## src/rtl/afu_pkg.sv

```systemverilog
// shared types, constants and the tanh segment table of the activation unit
package afu_pkg;

	localparam int DATA_W     = 16;
	localparam int FRAC_W     = 12;
	localparam int SEG_N      = 32;
	localparam int SEG_IDX_W  = 5;
	localparam int SEG_FRAC_W = FRAC_W + 2 - SEG_IDX_W;
	localparam int TAB_W      = 12;
	localparam int DIFF_W     = 10;
	localparam int ARG_W      = 16;
	localparam int T_W        = 14;

	localparam logic signed [DATA_W-1:0] XC_MAX = 16'sd16384;
	localparam logic signed [DATA_W-1:0] XC_MIN = -16'sd16384;
	localparam logic [FRAC_W:0]          TANH_ONE = 13'd4096;

	localparam logic [25:0] K_CUBIC = 26'd48012366;
	localparam logic [29:0] K_S2P   = 30'd856722024;

	typedef logic signed [DATA_W-1:0] data_t;

	typedef enum logic [1:0] {
		ACT_RELU = 2'd0,
		ACT_GELU = 2'd1,
		ACT_TANH = 2'd2,
		ACT_PASS = 2'd3
	} act_mode_t;

	typedef struct packed {
		logic      valid;
		act_mode_t mode;
		data_t     x;
	} beat_t;

	function automatic logic [TAB_W-1:0] tanh_tab(input logic [SEG_IDX_W:0] k);
		logic [TAB_W-1:0] v;
		case (k)
			6'd0:  v = 12'd0;
			6'd1:  v = 12'd509;
			6'd2:  v = 12'd1003;
			6'd3:  v = 12'd1468;
			6'd4:  v = 12'd1893;
			6'd5:  v = 12'd2272;
			6'd6:  v = 12'd2602;
			6'd7:  v = 12'd2883;
			6'd8:  v = 12'd3119;
			6'd9:  v = 12'd3315;
			6'd10: v = 12'd3475;
			6'd11: v = 12'd3604;
			6'd12: v = 12'd3707;
			6'd13: v = 12'd3790;
			6'd14: v = 12'd3856;
			6'd15: v = 12'd3908;
			6'd16: v = 12'd3949;
			6'd17: v = 12'd3981;
			6'd18: v = 12'd4006;
			6'd19: v = 12'd4026;
			6'd20: v = 12'd4041;
			6'd21: v = 12'd4053;
			6'd22: v = 12'd4063;
			6'd23: v = 12'd4070;
			6'd24: v = 12'd4076;
			6'd25: v = 12'd4080;
			6'd26: v = 12'd4084;
			6'd27: v = 12'd4086;
			6'd28: v = 12'd4089;
			6'd29: v = 12'd4090;
			6'd30: v = 12'd4091;
			6'd31: v = 12'd4092;
			6'd32: v = 12'd4093;
			default: v = 12'd4093;
		endcase
		return v;
	endfunction

endpackage

```

## src/rtl/afu_arg.sv

```systemverilog
// gelu argument pipeline: clamp, square, cube, cubic term, scale by sqrt(2/pi); tanh beats pass x unscaled
module afu_arg (
	input  logic                              clk,
	input  logic                              arst_n,
	input  logic                              start,
	input  afu_pkg::data_t                    x_in,
	input  afu_pkg::act_mode_t                mode,
	output afu_pkg::beat_t                    beat_s4,
	output logic signed [afu_pkg::ARG_W-1:0]  arg_s4
);

	afu_pkg::data_t     xc_in;
	logic signed [31:0] x2_full;
	logic signed [33:0] x3_full;
	logic signed [46:0] cub_full;
	logic signed [16:0] inner;
	logic signed [47:0] arg_full;

	afu_pkg::beat_t     beat_s1, beat_s2, beat_s3;
	afu_pkg::data_t     xc_s1, xc_s2, xc_s3;
	logic signed [17:0] x2_s1;
	logic signed [19:0] x3_s2;
	logic signed [15:0] cub_s3;

	always_comb begin
		if (x_in > afu_pkg::XC_MAX) begin
			xc_in = afu_pkg::XC_MAX;
		end else if (x_in < afu_pkg::XC_MIN) begin
			xc_in = afu_pkg::XC_MIN;
		end else begin
			xc_in = x_in;
		end
	end

	assign x2_full  = xc_in * xc_in;
	assign x3_full  = x2_s1 * xc_s1;
	assign cub_full = x3_s2 * $signed({1'b0, afu_pkg::K_CUBIC});
	assign inner    = {xc_s3[15], xc_s3} + {cub_s3[15], cub_s3};
	assign arg_full = inner * $signed({1'b0, afu_pkg::K_S2P});

	always_ff @(posedge clk or negedge arst_n) begin
		if (!arst_n) begin
			beat_s1 <= '0;
			beat_s2 <= '0;
			beat_s3 <= '0;
			beat_s4 <= '0;
		end else begin
			beat_s1 <= '{valid: start, mode: mode, x: x_in};
			beat_s2 <= beat_s1;
			beat_s3 <= beat_s2;
			beat_s4 <= beat_s3;
		end
	end

	// payload, no reset
	always_ff @(posedge clk) begin
		xc_s1        <= xc_in;
		x2_s1        <= x2_full[29:12];

		xc_s2        <= xc_s1;
		x3_s2        <= x3_full[31:12];

		xc_s3        <= xc_s2;
		cub_s3       <= cub_full[45:30];

		if (beat_s3.mode == afu_pkg::ACT_TANH) begin
			arg_s4 <= beat_s3.x;
		end else begin
			arg_s4 <= arg_full[45:30];
		end
	end

endmodule

```

## src/rtl/afu_tanh.sv

```systemverilog
// piecewise-linear tanh over [0,4) with odd symmetry and saturation, two stages
module afu_tanh (
	input  logic                             clk,
	input  logic                             arst_n,
	input  afu_pkg::beat_t                   beat_in,
	input  logic signed [afu_pkg::ARG_W-1:0] arg,
	output afu_pkg::beat_t                   beat_s6,
	output logic signed [afu_pkg::T_W-1:0]   t_s6
);

	localparam int DIFF_W_T = afu_pkg::DIFF_W;

	logic signed [afu_pkg::ARG_W:0]      arg_ext;
	logic [afu_pkg::ARG_W:0]             mag;
	logic [afu_pkg::SEG_IDX_W-1:0]       idx;
	logic [afu_pkg::TAB_W-1:0]           lo_val, hi_val;
	logic [afu_pkg::DIFF_W+afu_pkg::SEG_FRAC_W-1:0] prod;
	logic [afu_pkg::FRAC_W:0]            ymag;

	afu_pkg::beat_t                      beat_s5;
	logic [afu_pkg::TAB_W-1:0]           base_s5;
	logic [afu_pkg::DIFF_W-1:0]          diff_s5;
	logic [afu_pkg::SEG_FRAC_W-1:0]      frac_s5;
	logic                                sat_s5;
	logic                                neg_s5;

	assign arg_ext = {arg[afu_pkg::ARG_W-1], arg};
	assign mag     = arg_ext[afu_pkg::ARG_W] ? $unsigned(-arg_ext) : $unsigned(arg_ext);
	assign idx     = mag[afu_pkg::FRAC_W+1:afu_pkg::SEG_FRAC_W];
	assign lo_val  = afu_pkg::tanh_tab({1'b0, idx});
	assign hi_val  = afu_pkg::tanh_tab({1'b0, idx} + 6'd1);

	assign prod = diff_s5 * frac_s5;

	always_comb begin
		if (sat_s5) begin
			ymag = afu_pkg::TANH_ONE;
		end else begin
			ymag = {1'b0, base_s5} + {3'b000, prod[afu_pkg::DIFF_W+afu_pkg::SEG_FRAC_W-1:
				afu_pkg::SEG_FRAC_W]};
		end
	end

	always_ff @(posedge clk or negedge arst_n) begin
		if (!arst_n) begin
			beat_s5 <= '0;
			beat_s6 <= '0;
		end else begin
			beat_s5 <= beat_in;
			beat_s6 <= beat_s5;
		end
	end

	always_ff @(posedge clk) begin
		base_s5      <= lo_val;
		diff_s5      <= DIFF_W_T'(hi_val - lo_val);
		frac_s5      <= mag[afu_pkg::SEG_FRAC_W-1:0];
		sat_s5       <= |mag[afu_pkg::ARG_W:afu_pkg::FRAC_W+2];
		neg_s5       <= arg[afu_pkg::ARG_W-1];

		if (neg_s5) begin
			t_s6 <= -$signed({1'b0, ymag});
		end else begin
			t_s6 <= $signed({1'b0, ymag});
		end
	end

endmodule

```

## src/rtl/activation_function_unit.sv

```systemverilog
// activation function unit top level: relu, gelu (tanh form), tanh, pass-through
// a beat taken with start passes stages s1 to s6 and the output register, then returns on y_out with done
// throughput: one beat per cycle; busy stays low, the seven-stage pipeline never stalls
// the receiver cannot stall; every beat in flight leaves on its own done cycle
// reset clears all pipeline valid bits and sets act_mode to relu
module activation_function_unit (
	input  logic                                clk,
	input  logic                                arst_n,
	input  logic                                start,
	output logic                                busy,
	input  logic signed [afu_pkg::DATA_W-1:0]   x_in,
	input  logic                                cfg_we,
	input  logic [1:0]                          cfg_wdata,
	output logic                                done,
	output logic signed [afu_pkg::DATA_W-1:0]   y_out
);

	afu_pkg::act_mode_t                   act_mode_q;
	afu_pkg::beat_t                       beat_s4, beat_s6;
	logic signed [afu_pkg::ARG_W-1:0]     arg_s4;
	logic signed [afu_pkg::T_W-1:0]       t_s6;
	logic signed [afu_pkg::T_W:0]         gain;
	logic signed [30:0]                   gelu_full;
	logic signed [17:0]                   gelu_q;
	afu_pkg::data_t                       gelu_sat;
	afu_pkg::data_t                       y_next;

	assign busy = 1'b0;

	always_ff @(posedge clk or negedge arst_n) begin
		if (!arst_n) begin
			act_mode_q <= afu_pkg::ACT_RELU;
		end else if (cfg_we) begin
			act_mode_q <= afu_pkg::act_mode_t'(cfg_wdata);
		end
	end

	afu_arg u_arg (
		.clk     (clk),
		.arst_n  (arst_n),
		.start   (start),
		.x_in    (x_in),
		.mode    (act_mode_q),
		.beat_s4 (beat_s4),
		.arg_s4  (arg_s4)
	);

	afu_tanh u_tanh (
		.clk     (clk),
		.arst_n  (arst_n),
		.beat_in (beat_s4),
		.arg     (arg_s4),
		.beat_s6 (beat_s6),
		.t_s6    (t_s6)
	);

	// 0.5 * x * (1 + t)
	assign gain      = {t_s6[afu_pkg::T_W-1], t_s6} + 15'sd4096;
	assign gelu_full = beat_s6.x * gain;
	assign gelu_q    = gelu_full[30:13];

	always_comb begin
		if (gelu_q > 18'sd32767) begin
			gelu_sat = 16'sh7fff;
		end else if (gelu_q < -18'sd32768) begin
			gelu_sat = 16'sh8000;
		end else begin
			gelu_sat = gelu_q[15:0];
		end
	end

	always_comb begin
		case (beat_s6.mode)
			afu_pkg::ACT_RELU: y_next = beat_s6.x[afu_pkg::DATA_W-1] ? '0 : beat_s6.x;
			afu_pkg::ACT_GELU: y_next = gelu_sat;
			afu_pkg::ACT_TANH: y_next = {{(afu_pkg::DATA_W-afu_pkg::T_W){t_s6[afu_pkg::T_W-1]}},
				t_s6};
			afu_pkg::ACT_PASS: y_next = beat_s6.x;
			default:           y_next = beat_s6.x;
		endcase
	end

	always_ff @(posedge clk or negedge arst_n) begin
		if (!arst_n) begin
			done <= 1'b0;
		end else begin
			done <= beat_s6.valid;
		end
	end

	always_ff @(posedge clk) begin
		y_out <= y_next;
	end

	a_latency: assert property (@(posedge clk) disable iff (!arst_n)
		start |=> ##6 done)
		else $error("beat did not come out after seven cycles");

	a_no_spurious: assert property (@(posedge clk) disable iff (!arst_n)
		done |-> $past(start, 7))
		else $error("done without a matching start");

	a_tanh_range: assert property (@(posedge clk) disable iff (!arst_n)
		done && $past(beat_s6.mode == afu_pkg::ACT_TANH) |->
			(y_out <= 16'sd4096) && (y_out >= -16'sd4096))
		else $error("tanh result beyond one");

	a_relu_sign: assert property (@(posedge clk) disable iff (!arst_n)
		done && $past(beat_s6.mode == afu_pkg::ACT_RELU) |-> !y_out[afu_pkg::DATA_W-1])
		else $error("relu result negative");

endmodule
```

## config.mk

```make
export PLATFORM = sky130hd
export DESIGN_NAME = activation_function_unit
export DESIGN_NICKNAME = d
export VERILOG_FILES = /design/src/rtl/afu_pkg.sv /design/src/rtl/afu_arg.sv /design/src/rtl/afu_tanh.sv /design/src/rtl/activation_function_unit.sv
export SDC_FILE = /design/constraint.sdc
export NUM_CORES = 2
export LEC_CHECK = 0
export ABC_AREA = 1
export BUFFER_PORTS_ARGS = -buffer_cell sky130_fd_sc_hd__buf_2
export CAP_MARGIN = 20
export CORE_AREA = 10 10 348 350
export CTS_BUF_LIST = sky130_fd_sc_hd__clkbuf_2 sky130_fd_sc_hd__clkbuf_4 sky130_fd_sc_hd__clkbuf_8
export CTS_CLUSTER_DIAMETER = 40
export CTS_CLUSTER_SIZE = 24
export DETAILED_ROUTE_END_ITERATION = 7
export DIE_AREA = 0 0 358 360
export GPL_ROUTABILITY_DRIVEN = 0
export PLACE_DENSITY_LB_ADDON = 0.3
export SETUP_SLACK_MARGIN = 0.2
export SLEW_MARGIN = 20
export SYNTH_ARGS = -nofsm -noshare
export SYNTH_HDL_FRONTEND = slang
export SYNTH_SLANG_ARGS = --single-unit
```

## constraint.sdc

```tcl
create_clock -name clk -period 6.55 [get_ports clk]
set_input_delay 1.31 -clock clk [delete_from_list [all_inputs] [get_ports clk]]
set_output_delay 1.31 -clock clk [all_outputs]
set_load 0.02 [all_outputs]
```

==> impl_metrics.env <==
export IMPL_status="finished clean"
export IMPL_synthMuxAreaShare_pct=0.0389
export IMPL_yosysUniqueCellTypes=57
export IMPL_critical_path_startpoint_type="input port"
export IMPL_layout_common_cells="inv_1 (1916), nand2_1 (1314), fa_1 (1045)"
export IMPL_final_cells=8962
export IMPL_cts_tree="done"
export IMPL_mostFrequentLayoutCell="inv_1"
export IMPL_synthArstFlopShare_pct=39.3
export IMPL_synth_edff_count=0
export IMPL_cp_top_family="adder cells"
export IMPL_finalSetupTns_ns=0
export IMPL_drt_total_wl_um=154000
export IMPL_clk_pin_slew_ns=0.09
export IMPL_skew_ns=0.0551
export IMPL_initial_core_util_pct=50.9
export IMPL_fmax_ghz=0.153
export IMPL_grt_max_degree=72
export IMPL_endpoint_kind="register"
export IMPL_syn_cell_area_mm2=0.0579
export IMPL_fillers=9990
export IMPL_drcViolationCount=0
export IMPL_path_buf_inv=12
export IMPL_cts_htree_levels=2
export IMPL_cap_violations=0
export IMPL_cp_max_fo=6
export IMPL_r2r_cells=33
export IMPL_clk_latency_ns=0.76
export IMPL_max_slew_worst_pin_slew_ns=0.892
export IMPL_synth_simple_area_share_pct=14.5
export IMPL_synthAdderAreaFrac_pct=52.4
export IMPL_drv_slew=0
export IMPL_wl_per_cell_um=17.2
export IMPL_synth_compound_area_share_pct=5.53
export IMPL_critPathKind="in -> reg"
export IMPL_coreArea_mm2=0.114
export IMPL_fin_crit_sh_pct=99.6
export IMPL_synthFlopType="dfxtp_1"
export IMPL_yosysTopAreaCell="fa_1"
export IMPL_r2r_slack_ns=0.12
export IMPL_dp_hpwl_um=131000
export IMPL_crit_required_ns=7.16
export IMPL_grt_pass1_vias=49500
export IMPL_via_per_inst=5.14
export IMPL_worstHoldStart="u_arg.xc_s2[12]"
export IMPL_fin_util_pct=58.4
export IMPL_hold_path_class="reg -> reg"
export IMPL_vias=46100
export IMPL_fin_nets=9206
export IMPL_whs_path_depth=0
export IMPL_yosys_top_cells_area="fa_1 (37%), ha_1 (15%), inv_1 (13%)"
export IMPL_critical_path_arrival_ns=7.13
export IMPL_drtIter0Drc=2920
export IMPL_slew_headroom_pct=40.3
export IMPL_timing_final_crit_period_ns=6.53
export IMPL_syn_num_nets=8806
export IMPL_critPathMaxStageDelay_ns=0.53
export IMPL_dr_pass1_iters=7
export IMPL_ant_nets=0
export IMPL_hold_end="u_arg.xc_s3[12]"
export IMPL_drive_above_1_share_pct=14.6
export IMPL_port_buffers=38
export IMPL_hold_buffers=0
export IMPL_cts_root_buf="clkbuf_8"
export IMPL_row_count=124
export IMPL_area_growth_pct=14.9
export IMPL_synth_warning_count=0
export IMPL_rsz0062_at_grt="true"
export IMPL_grt_pass1_wl_um=249000
export IMPL_dp_cells=8807
export IMPL_die_area_mm2=0.129
export IMPL_crit_slowest_cell="fa_1"
export IMPL_syn_inst=7002
export IMPL_die_w_um=358
export IMPL_grt_remaining_overflow=0
export IMPL_ios=40
export IMPL_synth_xor_area_share_pct=2.27
export IMPL_antenna_found_initial=2
export IMPL_synth_seq_cells=298
export IMPL_yosys_area_top_type_share_pct=37.0
export IMPL_cts_made_buffers=52
export IMPL_gr_usage_all_layers_pct=24.0
export IMPL_r2r_start="u_arg.xc_s3[0]"
export IMPL_r2r_end="u_arg.arg_s4[15]"
export IMPL_seq_area_frac_synth_pct=11.3
export IMPL_hold_viol=0
export IMPL_synth_avg_cell_area_um2=8.27
export IMPL_setup_violations=0
export IMPL_critical_path_most_common_cell="fa_1"
export IMPL_synth_top_family_by_area="adder cells"
export IMPL_die_h_um=360
export IMPL_clock_sinks=298
export IMPL_cts_buffer_depth=3
## flip-flops by register name, summed over array words and instances (netlist names), 18 cells and up
signal	cells
u_arg.beat_s2	19
u_arg.x3_s2	20
u_tanh.beat_s5	19
u_arg.x2_s1	18
u_arg.beat_s4	19
u_tanh.beat_s6	19
u_arg.beat_s3	19
u_arg.beat_s1	19
## cell usage after synthesis, types with 3 or more instances
library cell and number:
clkinv_1 3, nor4_1 12, xnor2_1 46, nand2_1 1393, o221ai_1 4, xor2_1 104
nand2_2 10, o211ai_1 15, inv_1 1974, o21ai_0 171, a21oi_1 241, nand4_1 41
a211oi_1 4, ha_1 713, a21boi_0 11, inv_2 13, nor2_2 11, a221oi_1 8
buf_6 3, clkbuf_1 121, nor2_1 343, buf_2 18, o21bai_1 26, nand3b_1 12
fa_1 1069, nand3_1 161, nor3_2 3, dfxtp_1 181, or2_2 24, nand3_2 3
o31ai_1 6, a31oi_1 26, nor2_4 3, nor3_1 38, o21ai_1 4, dfrtp_1 117
buf_4 6, o21a_1 8, a21o_1 30, o211a_1 3
## stage by stage
stage	cell area [µm²]	worst slack, ns	hold WS (ns)
after floorplan	58200	-0.240	0.310
after global placement	62800	-0.744	0.311
after detailed placement	62800	-0.787	0.312
after CTS	65100	0.138	0.292
after global routing	66500	-0.218	0.295
final	66500	0.0248	0.314
## kinds of logic after synthesis
| group | count (synthesis) |
|---|---|
| other cells | 1 |
| xor+xnor | 150 |
| buf+inv | 2142 |
| fa+ha+maj | 1782 |
| mux | 2 |
| flops | 298 |
| simple gates | 2061 |
| compound gates | 566 |
## metal layers
layer,vias to the layer above,part of all wire [%],track usage [%]
met1,22600,39,29.0
met4,0,4.9,10.1
li1,21500,-,-
met3,404,6.0,3.38
met2,1555,50,42.4
met5,-,0,0
## worst max-delay path by stage
stage | start | to | slack, ns | depth (start not counted)
4_1_cts | u_arg.xc_s3[0] | u_arg.arg_s4[9] | 0.14 | 33
6_report | x_in[11] | u_arg.x2_s1[11] | 0.02 | 31
5_1_grt | x_in[8] | u_arg.x2_s1[15] | -0.22 | 32
3_3_place_gp | x_in[11] | u_arg.x2_s1[17] | -0.74 | 34
2_1_floorplan | x_in[12] | u_arg.x2_s1[12] | -0.24 | 31
3_5_place_dp | x_in[11] | u_arg.x2_s1[12] | -0.79 | 28
## cell type report
| type | instances | area (µm²) | area share, % |
|---|---|---|---|
| multi-input cells | 4564 | 45300 | 68.1 |
| inverters | 1990 | 7540 | 11.3 |
| flip-flops and latches | 298 | 6600 | 9.93 |
| repair buffers | 495 | 3850 | 5.79 |
| well taps | 1512 | 1890 | 2.84 |
| clock buffers | 56 | 764 | 1.15 |
| clock inverters | 42 | 572 | 0.859 |
| diodes | 4 | 10.0 | 0.0150 |
| repair inverters | 1 | 8.76 | 0.0132 |
## timing repair
action	CTS	global route
endpoints found under the setup margin	48	63
buffers inserted	26	24
gates resized for setup	204	315
cloned	1	2
pin swaps	112	160
Power is left out: the tool's default activity adds up to more than one toggle a clock period on the data nets, which glitch-free logic cannot reach.
